**src/rtl/periodic_poll_scheduler_assert.svh**
```systemverilog
// Assertion macros shared by the periodic poll scheduler RTL.
// Bodies are empty when SYNTHESIS is defined; no other dependencies.
`ifndef PERIODIC_POLL_SCHEDULER_ASSERT_SVH
`define PERIODIC_POLL_SCHEDULER_ASSERT_SVH
`ifndef SYNTHESIS
// Property holds at every clock edge outside reset
`define PPS_ASSERT(label, clk, rstn, prop, msg) \
    label: assert property (@(posedge clk) disable iff (!(rstn)) (prop)) else $error(msg);
// Antecedent in one cycle implies consequent in the next
`define PPS_ASSERT_NEXT(label, clk, rstn, ante, cons, msg) \
    label: assert property (@(posedge clk) disable iff (!(rstn)) (ante) |=> (cons)) \
        else $error(msg);
`else
`define PPS_ASSERT(label, clk, rstn, prop, msg)
`define PPS_ASSERT_NEXT(label, clk, rstn, ante, cons, msg)
`endif
`endif

```
**src/rtl/pps_pkg.sv**
```systemverilog
// Shared types and constants of the periodic poll scheduler.
// Used by pps_ctrl, pps_dp and the top level; no dependencies.
`default_nettype none

package pps_pkg;

    // Opcodes carried on s_tuser
    localparam logic [1:0] OP_ADD  = 2'd0;
    localparam logic [1:0] OP_TICK = 2'd1;
    localparam logic [1:0] OP_MARK = 2'd2;

    // Field widths
    localparam int OP_W      = 2;
    localparam int PERIOD_W  = 32;
    localparam int IDX_W     = 3;
    localparam int ELAPSED_W = 16;
    localparam int TIME_W    = 48;
    localparam int WAIT_W    = 27;
    localparam int MASK_W    = 8;
    localparam int USED_W    = 4;

    // Bus widths
    localparam int S_DATA_W = 56;
    localparam int S_USER_W = 2;
    localparam int M_DATA_W = 40;

    // Wait constants
    localparam logic [WAIT_W-1:0] WAIT_EMPTY = 27'd1000;
    localparam logic [WAIT_W-1:0] WAIT_FLOOR = 27'd100;
    localparam logic [WAIT_W-1:0] WAIT_CAP   = 27'd86400000;

    // Controller to datapath commands
    typedef struct packed {
        logic load_in;   // capture input word
        logic apply;     // apply add or tick, arm the scan
        logic mark_rd;   // read period of marked entry
        logic mark_wr;   // write new deadline of marked entry
        logic scan_run;  // step the deadline scan
        logic emit;      // load result into output register
    } pps_cmd_t;

    // Datapath to controller status
    typedef struct packed {
        logic need_mark;  // mark read op with index inside count
        logic scan_done;  // all held entries checked
        logic out_free;   // output register can take a word
    } pps_sts_t;

endpackage

`default_nettype wire

```
**src/rtl/pps_dp.sv**
```systemverilog
// Datapath of the periodic poll scheduler: time counter, entry count,
// deadline and period memories, scan unit and output register. Uses pps_pkg.
`default_nettype none
`include "periodic_poll_scheduler_assert.svh"

module pps_dp #(
    parameter int ENTRIES = 8
) (
    input  wire logic                          aclk,
    input  wire logic                          aresetn,
    input  wire logic [pps_pkg::S_DATA_W-1:0]  s_tdata,
    input  wire logic [pps_pkg::S_USER_W-1:0]  s_tuser,
    input  wire pps_pkg::pps_cmd_t             cmd,
    output pps_pkg::pps_sts_t                  sts,
    output logic                               m_tvalid,
    input  wire logic                          m_tready,
    output logic [pps_pkg::M_DATA_W-1:0]       m_tdata
);
    import pps_pkg::*;

    localparam int IW   = (ENTRIES > 1) ? $clog2(ENTRIES) : 1;
    localparam int CW   = $clog2(ENTRIES + 1);
    localparam int CMPW = (CW > IDX_W) ? CW : IDX_W;
    localparam logic [CW-1:0] FULL = CW'(ENTRIES);

    // Captured input word
    logic [OP_W-1:0]      op_reg;
    logic [PERIOD_W-1:0]  period_reg;
    logic [IDX_W-1:0]     idx_reg;
    logic [ELAPSED_W-1:0] elapsed_reg;

    // Scheduler state
    logic [TIME_W-1:0] time_reg;
    logic [CW-1:0]     count_reg;
    logic              reject_reg;

    // Entry memories
    logic [TIME_W-1:0]   deadline_mem [ENTRIES];
    logic [PERIOD_W-1:0] period_mem   [ENTRIES];
    logic [TIME_W-1:0]   dl_rd_reg;
    logic [PERIOD_W-1:0] per_rd_reg;

    // Scan unit
    logic [CW-1:0]     scan_addr_reg;
    logic              chk_valid_reg;
    logic [CW-1:0]     chk_idx_reg;
    logic [MASK_W-1:0] mask_reg;
    logic [WAIT_W-1:0] best_reg;

    // Output register
    logic                m_valid_reg;
    logic [M_DATA_W-1:0] m_data_reg;

    logic              add_ok;
    logic              mark_ok;
    logic              scan_more;
    logic              add_wr;
    logic              dl_we;
    logic [IW-1:0]     dl_waddr;
    logic [TIME_W-1:0] dl_wdata;
    logic [TIME_W:0]   diff;
    logic              due;
    logic [WAIT_W-1:0] wait_val;

    // Status decode
    assign add_ok    = (count_reg != FULL);
    assign mark_ok   = (CMPW'(idx_reg) < CMPW'(count_reg));
    assign scan_more = (scan_addr_reg != count_reg);

    always_comb begin
        sts.need_mark = (op_reg == OP_MARK) && mark_ok;
        sts.scan_done = !scan_more && !chk_valid_reg;
        sts.out_free  = !m_valid_reg || m_tready;
    end

    // Input capture
    always_ff @(posedge aclk) begin
        if (cmd.load_in) begin
            op_reg      <= s_tuser[OP_W-1:0];
            period_reg  <= s_tdata[PERIOD_W-1:0];
            idx_reg     <= s_tdata[PERIOD_W +: IDX_W];
            elapsed_reg <= s_tdata[PERIOD_W+IDX_W +: ELAPSED_W];
        end
    end

    // Time counter, entry count, reject flag
    always_ff @(posedge aclk) begin
        if (!aresetn) begin
            time_reg  <= '0;
            count_reg <= '0;
        end else if (cmd.apply) begin
            if (op_reg == OP_ADD && add_ok) begin
                count_reg <= count_reg + CW'(1);
            end
            if (op_reg == OP_TICK) begin
                time_reg <= time_reg + TIME_W'(elapsed_reg);
            end
        end
    end

    always_ff @(posedge aclk) begin
        if (cmd.apply) begin
            reject_reg <= (op_reg == OP_ADD) && !add_ok;
        end
    end

    // Memory write port: add appends, mark read rewrites one deadline
    assign add_wr   = cmd.apply && (op_reg == OP_ADD) && add_ok;
    assign dl_we    = add_wr || cmd.mark_wr;
    assign dl_waddr = cmd.mark_wr ? IW'(idx_reg) : count_reg[IW-1:0];
    assign dl_wdata = cmd.mark_wr ? (time_reg + TIME_W'(per_rd_reg)) : time_reg;

    always_ff @(posedge aclk) begin
        if (dl_we) begin
            deadline_mem[dl_waddr] <= dl_wdata;
        end
        if (add_wr) begin
            period_mem[count_reg[IW-1:0]] <= period_reg;
        end
    end

    // Registered reads
    always_ff @(posedge aclk) begin
        if (cmd.mark_rd) begin
            per_rd_reg <= period_mem[IW'(idx_reg)];
        end
        if (cmd.scan_run && scan_more) begin
            dl_rd_reg <= deadline_mem[scan_addr_reg[IW-1:0]];
        end
    end

    // Scan control: one address issued per cycle
    always_ff @(posedge aclk) begin
        if (!aresetn) begin
            scan_addr_reg <= '0;
            chk_valid_reg <= 1'b0;
        end else if (cmd.apply) begin
            scan_addr_reg <= '0;
            chk_valid_reg <= 1'b0;
        end else if (cmd.scan_run) begin
            chk_valid_reg <= scan_more;
            if (scan_more) begin
                scan_addr_reg <= scan_addr_reg + CW'(1);
            end
        end
    end

    // Gap to deadline; a borrow or zero means the entry is due
    assign diff = {1'b0, dl_rd_reg} - {1'b0, time_reg};
    assign due  = diff[TIME_W] || (diff[TIME_W-1:0] == '0);

    // Due mask and earliest gap
    always_ff @(posedge aclk) begin
        if (cmd.apply) begin
            mask_reg <= '0;
            best_reg <= WAIT_CAP;
        end else begin
            if (cmd.scan_run && scan_more) begin
                chk_idx_reg <= scan_addr_reg;
            end
            if (chk_valid_reg) begin
                if (due) begin
                    mask_reg <= mask_reg | (MASK_W'(1) << chk_idx_reg);
                    best_reg <= '0;
                end else if (!(|diff[TIME_W-1:WAIT_W])
                             && (diff[WAIT_W-1:0] < best_reg)) begin
                    best_reg <= diff[WAIT_W-1:0];
                end
            end
        end
    end

    // Final wait value
    always_comb begin
        if (count_reg == '0) begin
            wait_val = WAIT_EMPTY;
        end else if (best_reg < WAIT_FLOOR) begin
            wait_val = WAIT_FLOOR;
        end else begin
            wait_val = best_reg;
        end
    end

    // Output register
    always_ff @(posedge aclk) begin
        if (!aresetn) begin
            m_valid_reg <= 1'b0;
        end else if (cmd.emit) begin
            m_valid_reg <= 1'b1;
        end else if (m_tready) begin
            m_valid_reg <= 1'b0;
        end
    end

    always_ff @(posedge aclk) begin
        if (cmd.emit) begin
            m_data_reg <= {reject_reg, USED_W'(count_reg), wait_val, mask_reg};
        end
    end

    assign m_tvalid = m_valid_reg;
    assign m_tdata  = m_data_reg;

    // Checks
    `PPS_ASSERT(a_count_bound, aclk, aresetn, count_reg <= FULL, "entry count above table size")
    `PPS_ASSERT_NEXT(a_emit_valid, aclk, aresetn, cmd.emit, m_valid_reg, "emitted word not valid")
    `PPS_ASSERT_NEXT(a_reject_hold, aclk, aresetn, cmd.apply && (op_reg == OP_ADD) && !add_ok, $stable(count_reg), "rejected add changed count")

endmodule

`default_nettype wire

```
**src/rtl/pps_ctrl.sv**
```systemverilog
// Controller of the periodic poll scheduler: sequences apply, mark read,
// deadline scan and result emit. Uses pps_pkg.
`default_nettype none
`include "periodic_poll_scheduler_assert.svh"

module pps_ctrl (
    input  wire logic               aclk,
    input  wire logic               aresetn,
    input  wire logic               s_tvalid,
    output logic                    s_tready,
    input  wire pps_pkg::pps_sts_t  sts,
    output pps_pkg::pps_cmd_t       cmd
);
    import pps_pkg::*;

    localparam logic [2:0] ST_IDLE    = 3'd0;
    localparam logic [2:0] ST_APPLY   = 3'd1;
    localparam logic [2:0] ST_MARK_RD = 3'd2;
    localparam logic [2:0] ST_MARK_WR = 3'd3;
    localparam logic [2:0] ST_SCAN    = 3'd4;
    localparam logic [2:0] ST_EMIT    = 3'd5;

    logic [2:0] state_reg;
    logic [2:0] state_next;
    logic       accept;

    assign s_tready = (state_reg == ST_IDLE);
    assign accept   = s_tvalid && s_tready;

    // Next state and commands
    always_comb begin
        state_next   = state_reg;
        cmd          = '0;
        cmd.load_in  = accept;
        case (state_reg)
            ST_IDLE: begin
                if (accept) begin
                    state_next = ST_APPLY;
                end
            end
            ST_APPLY: begin
                cmd.apply  = 1'b1;
                state_next = sts.need_mark ? ST_MARK_RD : ST_SCAN;
            end
            ST_MARK_RD: begin
                cmd.mark_rd = 1'b1;
                state_next  = ST_MARK_WR;
            end
            ST_MARK_WR: begin
                cmd.mark_wr = 1'b1;
                state_next  = ST_SCAN;
            end
            ST_SCAN: begin
                cmd.scan_run = 1'b1;
                if (sts.scan_done) begin
                    state_next = ST_EMIT;
                end
            end
            ST_EMIT: begin
                if (sts.out_free) begin
                    cmd.emit   = 1'b1;
                    state_next = ST_IDLE;
                end
            end
            default: begin
                state_next = ST_IDLE;
            end
        endcase
    end

    always_ff @(posedge aclk) begin
        if (!aresetn) begin
            state_reg <= ST_IDLE;
        end else begin
            state_reg <= state_next;
        end
    end

    // Checks
    `PPS_ASSERT(a_emit_free, aclk, aresetn, !cmd.emit || sts.out_free, "emit into full output register")
    `PPS_ASSERT_NEXT(a_accept_apply, aclk, aresetn, accept, state_reg == ST_APPLY, "accepted word not applied")
    `PPS_ASSERT_NEXT(a_scan_emit, aclk, aresetn, (state_reg == ST_SCAN) && sts.scan_done, state_reg == ST_EMIT, "finished scan did not emit")

endmodule

`default_nettype wire

```
**src/rtl/periodic_poll_scheduler.sv**
```systemverilog
// Periodic poll scheduler: up to ENTRIES polling entries, each with a period
// and a next deadline, plus a millisecond time counter.
// s_tuser carries the op: add entry, advance time, or mark entry read.
// s_tdata carries period_ms, entry_index and elapsed_ms; each word returns one
// m_tdata word with due_mask, wait_ms, entries_used and add_rejected.
// One word is in flight at a time. From acceptance, the controller applies
// the op, does a period read and a deadline write for a mark read, then scans
// the deadline memory one entry per cycle through its registered read port,
// then loads the output register. The next word is taken once the result is
// loaded, so the deadline memory read port sets the pace. The result turns
// valid in the same cycle that s_tready rises again.
// The output register lets a new word be accepted and processed while the
// last result waits; a stalled m_tready holds the controller at result load.
// Reset (aresetn low, synchronous) clears the time counter, the entry count
// and both channels; entry memories are not cleared, as only held entries
// are read. Depends on pps_pkg, pps_ctrl, pps_dp.
`default_nettype none

module periodic_poll_scheduler #(
    parameter int ENTRIES = 8
) (
    input  wire logic                          aclk,
    input  wire logic                          aresetn,
    // s_tdata: period_ms[31:0], entry_index[34:32], elapsed_ms[50:35], zero pad
    input  wire logic [pps_pkg::S_DATA_W-1:0]  s_tdata,
    // s_tuser: op[1:0]
    input  wire logic [pps_pkg::S_USER_W-1:0]  s_tuser,
    input  wire logic                          s_tvalid,
    output logic                               s_tready,
    // m_tdata: due_mask[7:0], wait_ms[34:8], entries_used[38:35], add_rejected[39]
    output logic [pps_pkg::M_DATA_W-1:0]       m_tdata,
    output logic                               m_tvalid,
    input  wire logic                          m_tready
);
    import pps_pkg::*;

    pps_cmd_t cmd;
    pps_sts_t sts;

    // Sequencer
    pps_ctrl u_ctrl (
        .aclk     (aclk),
        .aresetn  (aresetn),
        .s_tvalid (s_tvalid),
        .s_tready (s_tready),
        .sts      (sts),
        .cmd      (cmd)
    );

    // Tables, time, scan and output register
    pps_dp #(
        .ENTRIES (ENTRIES)
    ) u_dp (
        .aclk     (aclk),
        .aresetn  (aresetn),
        .s_tdata  (s_tdata),
        .s_tuser  (s_tuser),
        .cmd      (cmd),
        .sts      (sts),
        .m_tvalid (m_tvalid),
        .m_tready (m_tready),
        .m_tdata  (m_tdata)
    );

endmodule

`default_nettype wire
```
**config.mk**
```make
export PLATFORM = sky130hd
export DESIGN_NAME = periodic_poll_scheduler
export DESIGN_NICKNAME = d
export VERILOG_FILES = /design/src/rtl/pps_pkg.sv /design/src/rtl/pps_dp.sv /design/src/rtl/pps_ctrl.sv /design/src/rtl/periodic_poll_scheduler.sv
export VERILOG_INCLUDE_DIRS = /design/src /design/src/rtl
export SDC_FILE = /design/constraint.sdc
export NUM_CORES = 1
export LEC_CHECK = 0
export ABC_AREA = 1
export BUFFER_PORTS_ARGS = -buffer_cell sky130_fd_sc_hd__buf_2
export CAP_MARGIN = 0
export CORE_ASPECT_RATIO = 1.4
export CORE_MARGIN = 5
export CORE_UTILIZATION = 59
export CTS_BUF_LIST = sky130_fd_sc_hd__clkbuf_4 sky130_fd_sc_hd__clkbuf_8
export DETAILED_ROUTE_END_ITERATION = 7
export PLACE_DENSITY_LB_ADDON = 0.25
export SLEW_MARGIN = 5
export SYNTH_ARGS = -nofsm -noshare
export SYNTH_HDL_FRONTEND = slang
export SYNTH_SLANG_ARGS = --single-unit
```
**constraint.sdc**
```tcl
create_clock -name aclk -period 5.2 [get_ports aclk]
set_input_delay 1.04 -clock aclk [delete_from_list [all_inputs] [get_ports aclk]]
set_output_delay 1.04 -clock aclk [all_outputs]
set_load 0.01 [all_outputs]
```
Yosys cells after proc, flatten, opt, wreduce, memory -nomap -nowiden. Memories as Yosys holds them, arrays and structs flattened. A register that Yosys moved wholly into a read port is not among the register bits. Index checks and enable logic that the tools add are counted.

Bits in registers: 194. RAM bits: 640. Input bits: 62. Output and inout port bits: 42. Logic and storage cells: 98. Memories kept: 2.

Memories: u_dp.deadline_mem (depth 8, bits a word 48, rd ports 1, clocked after Yosys merged registers in 1, wr ports 1, line pps_dp.sv:38) `logic [TIME_W-1:0] deadline_mem [ENTRIES];`; u_dp.period_mem (depth 8, bits a word 32, rd ports 1, clocked after Yosys merged registers in 1, wr ports 1, line pps_dp.sv:39) `logic [PERIOD_W-1:0] period_mem [ENTRIES];`.

Add/sub/neg operators: 5. $lt $le $gt $ge: 3. Eq/ne operators: 12. Shifts and indexed selects: 1. Multiplexer cells: 22. Bitwise operators: 3. Reductions and logical operators: 33.

Operators with widths (number): 2-to-1 mux 27 bit (2); subtractor 48 x 48 -> 49 bit (1); adder 48 x 16 -> 48 bit (1); adder 48 x 32 -> 48 bit (1); zero test 48 bit (1); 2-to-1 mux 48 bit (1); less-than comparator 27 bit (1); less-than comparator 27 x 7 -> 1 bit (second input constant) (1); OR reduction 21 bit (1); one-hot mux 3 bit (6 select lines) (1); 2-to-1 mux 3 bit (5); 2-to-1 mux 1 bit (12); AND reduction 2 bit (6); 2-to-1 mux 10 bit (1); logical AND 1 bit (9); adder 4 x 1 -> 4 bit (second input constant) (2); bitwise OR 8 bit (1); left shift 1 x 4 -> 8 bit (first input constant) (1); == test 3 x 2 -> 1 bit (second input constant) (2); == test 3 bit (second input constant) (2); != test 2 bit (second input constant) (3); zero test 1 bit (5); zero test 4 bit (1); less-than comparator 3 x 4 -> 1 bit (1); other kinds (12) (17).

Logic depth before layout (Yosys ltp).
Depth in word-level cells: 7. Gate-level depth with buffers: 27. Depth with buffers taken out: 26.

Cells and area by module. Synthesis repeated with hierarchy kept, for this count alone.

Cell total of the unflattened synthesis: 4324. Area, all modules: 42749.8 um2.

By module, submodules not included: pps_dp (instances 1, cells each 4287, area an instance 42505.8 um2, seq. area each 26425.3 um2); pps_ctrl (instances 1, cells each 37, area an instance 244.0 um2, seq. area each 60.1 um2).

Worst setup path after synthesis. Ideal clock, no wire load.

Path type: input port to flip-flop. Start: input m_tready. End: register u_dp.m_data_reg[0], in the netlist u_dp.m_tdata[0] (enable). Setup time: 0.537 ns. Arrival time: 4.901 ns. Data required time: 4.663 ns. Slack: -0.238 ns. Stages on the path: 2. Buffers on the path: 0. Path through: nor2_1 > nor4_1.

RTL lines: from (decl) (line periodic_poll_scheduler.sv:33) `input wire logic m_tready`; to (signal assigned) (line pps_dp.sv:197) `m_data_reg <= {reject_reg, USED_W'(count_reg), wait_val, mask_reg};`; to (decl) (line pps_dp.sv:52) `logic [M_DATA_W-1:0] m_data_reg;`.

Final worst setup path.
Start: register u_dp.time_reg[8]. End: register u_dp.best_reg[0].

Word-level cells in the longest chain between the ends: 6.

RTL lines: from (decl) (line pps_dp.sv:33) `logic [TIME_W-1:0] time_reg;`; from (signal assigned) (line pps_dp.sv:96) `time_reg <= time_reg + TIME_W'(elapsed_reg);`; subtractor 48 x 48 -> 49 bit (*) (line pps_dp.sv:149) `assign diff = {1'b0, dl_rd_reg} - {1'b0, time_reg};`; branches (longest 5 deep; another with less-than comparator 27 bit); to (signal assigned) (line pps_dp.sv:167) `best_reg <= diff[WAIT_W-1:0];`; to (decl) (line pps_dp.sv:48) `logic [WAIT_W-1:0] best_reg;`.

Mark *: on every way between the ends. A chain may end at the register's enable or synchronous reset.

==> flow_summary.ini <==
[clock_network]
cts_tree = yes
cts.path.max_buffers = 3
cts_resized = 0
cts_setup_buffers = 0
ctsHtreeMaxLevel = 4
path_clk_slew_ns = 0.07
cts_buffers = 137
cts-root-buf = clkbuf_8
holdBufCountCts = 0
insertion_delay_ns = 0.82
cts.sinks = 914

[final_layout]
regArea_um2 = 26500
fillCellCount = 5600
layout.nets = 4655
largest_reg_flops = 384
regMostFlops = u_dp.deadline_mem
multiInputGateArea_um2 = 14100
area_growth_syn_to_layout_pct = 10.4
drive_gt1_frac = 0.0940

[power]
clkPwrFrac = 0.393
sw_frac_of_total = 0.233
seqPwrFrac = 0.542
p_per_area_nw_per_um2 = 322
intPower_mw = 11.6
p_leak_nw = 17.9
pwr-share-comb = 0.065
irDropWorstVdd_mv = 0.357
p_switching_mw = 3.54

[placement]
portBuffers = 98
gp_congestion = 1.01
dpl_worst_slack_ns = 1.02
hpwlAfterDp_um = 73300

[logic_synthesis]
syn_nets = 4521
syn-instance-count = 4329
synth_top_area_share = 0.575
ys.flop_type = edfxtp_1
synthDistinctLibCells = 47
yosys-top-cells-area = edfxtp_1 (57%), nor2_1 (7.3%), nand2_1 (5.9%)
synthArstFlopShare = 0
ys_seq_area_frac = 0.620
netlist_area_um2 = 42700
synth_top_cell_by_area = edfxtp_1
yosys_warnings = 0
syn-mean-instance-area_um2 = 9.87
ys_ff_latch = 914
synth_edf_count = 818

[run_status]
status = complete, no violations

[sta]
setup_viol = 0
fmax_ghz = 0.230
fin_crit_ns = 4.35
finalClockSkew_ns = 0.0376
hold_viol = 0
fin_ws_ns = 0.849
worst_pin_slew_ns = 1.27
post-route-period-util = 0.837
relSlewSlack = 0.143
slew_violations = 0
tns_ns = 0
rsz0062_at_grt = false

[detailed_routing]
viasPerCell = 5.71
firstDrtPassIters = 6
wl_per_cell_um = 19.8
drt_wl_total_um = 109000
vias = 31500
detail-route-antenna-nets = 0
drcViolationCount = 0
drt-initial-drc-count = 2744

[setup_path]
worstSetupEndpointType = flip-flop
critPathArrivalTime_ns = 5.09
rrSetupSlack_ns = 0.85
max_stage_delay_ns = 0.50
cp-endpoint = u_dp.best_reg[0]$_SDFFE_PP0P_
crit_chain = inv_1 > ha_1 > nand2_1 > nor2_1 > and2_1 > nand2_1 > nand3_1 > xor2_1 > inv_1 > ha_1 > nand2_1 > nor4_1 > a21oi_1 > or2_2 > nand3_2 > buf_4 > nand3_1 > a21oi_1
required_ns = 5.93
cpMostUsedCell = nand2_1
crit_type = reg -> reg
r2r_cells = 18
cp.depth = 18
critPathTopFamily = simple AND/OR/NAND/NOR gates
r2r-start = u_dp.time_reg[8]$_SDFFE_PN0P_
rr_endpoint = u_dp.best_reg[0]$_SDFFE_PP0P_
cp-start-kind = flip-flop
cp_max_fo = 18
crit_buf_inv = 3
slowest_stage = nor4_1
crit_start = u_dp.time_reg[8]$_SDFFE_PN0P_

[floorplan]
io_pins = 104
start_util = 0.596
coreArea_um2 = 71700
fp.dieArea_um2 = 78000
die_h_um = 328
num_rows = 116
die_w_um = 237

[global_route]
grt-busiest-layer = met2
grt_pass1_wl_um = 166000
grt_use_met2 = 0.479
grt_max_degree = 103
met3_usage = 0.0489
antenna_found_initial = 3
grt-ovfl-total = 0
grt_use_total = 0.276
grt_pass1_vias = 29900
grt_util_met1 = 0.331

[run]
cap_violations = 0

[worst_hold_path]
hp-class = in -> reg
holdCritStartpoint = s_tdata[27]
==> metal layers <==
layer / up-vias / share of wire
met5: - / 0.00010
li1: 15100 / -
met1: 14800 / 0.38
met2: 1271 / 0.50
met4: 2 / 0.053
met3: 282 / 0.066
==> synthesized netlist by cell type, types with 2 or more instances <==
cell       count
nor2_1       831
edfxtp_1     818
nand2_1      670
inv_1        441
o21ai_0      424
a21oi_1      184
nand3_1      142
clkbuf_1     133
ha_1         127
dfxtp_1       96
a31oi_1       91
o22ai_1       82
nor3_1        45
xor2_1        45
xnor2_1       34
nand4_1       28
nor4_1        20
buf_1         15
o21a_1        12
o21bai_1      12
nor2_2         8
or2_2          8
inv_2          7
clkinv_1       6
nand3b_1       5
o21ai_1        4
a211oi_1       3
a21boi_0       3
and2_1         3
buf_4          3
fa_1           3
nor2_4         3
o211ai_1       3
a21o_1         2
nand3_2        2
nor3_2         2
o2111ai_1      2
o221ai_1       2
o31ai_1        2
==> cell type report <==
cell class | instances | area share
Inverter | 454 | 0.0362
Antenna cell | 1 | 0.0000530
Sequential cell | 914 | 0.561
Multi-Input combinational cell | 2809 | 0.299
Timing Repair Buffer | 147 | 0.0187
Clock buffer | 184 | 0.0489
Clock inverter | 66 | 0.0107
Tap cell | 944 | 0.0250
==> power groups by stage <==
stage / Combinational [mW] / Clock, mW / Sequential, mW
6_report: 0.988 / 5.97 / 8.22
5_1_grt: 1.10 / 6.40 / 8.23
4_1_cts: 0.983 / 6.07 / 8.22
3_5_place_dp: 0.979 / 0 / 8.37
3_3_place_gp: 0.956 / 0 / 8.37
2_1_floorplan: 0.673 / 0 / 8.34
==> cells in the final DEF (no fill, tap or decap), drive strengths merged, types with 54 or more instances in the layout <==
cell type	netlist	routed
a31oi	91	91
dfxtp	96	96
o21ai	428	428
ha	127	127
buf	19	147
o22ai	82	82
clkbuf	133	184
a21oi	184	184
inv	448	455
nand2	672	672
edfxtp	818	818
nor2	842	842
clkinv	6	54
nand3	144	144
==> worst min-delay path by stage <==
stage	endpoint	slack, ns	depth (start not counted)
finish	u_dp.period_reg[27]$_DFFE_PP_	0.39	1
global placement	u_dp.m_tdata[39]$_DFFE_PP_	0.40	0
detailed placement	u_dp.m_tdata[39]$_DFFE_PP_	0.42	0
CTS	u_dp.period_reg[27]$_DFFE_PP_	0.33	1
floorplan	u_dp.m_tdata[39]$_DFFE_PP_	0.40	0
global route	u_dp.period_reg[27]$_DFFE_PP_	0.35	1
==> cell families after synthesis <==
kind of cell / synth area share
buffers and inverters: 0.0535
and+or+nand+nor: 0.167
AOI/OAI and AO/OA: 0.105
DFF: 0.620
xor gates and xnor gates: 0.0162
adders and majority gates: 0.0386
==> stage by stage <==
stage	hold WS [ns]	area, um^2	utilization	total power [mW]	instances
2_1_floorplan	0.400	42800	-	9.01	4329
3_3_place_gp	0.404	44400	0.619	9.33	5268
3_5_place_dp	0.416	44400	0.619	9.35	5268
4_1_cts	0.330	47200	0.658	15.3	5518
5_1_grt	0.347	47200	0.658	15.7	5519
6_report	0.394	47200	0.658	15.2	5519
No activity file was read; power rests on OpenSTA's default activity.
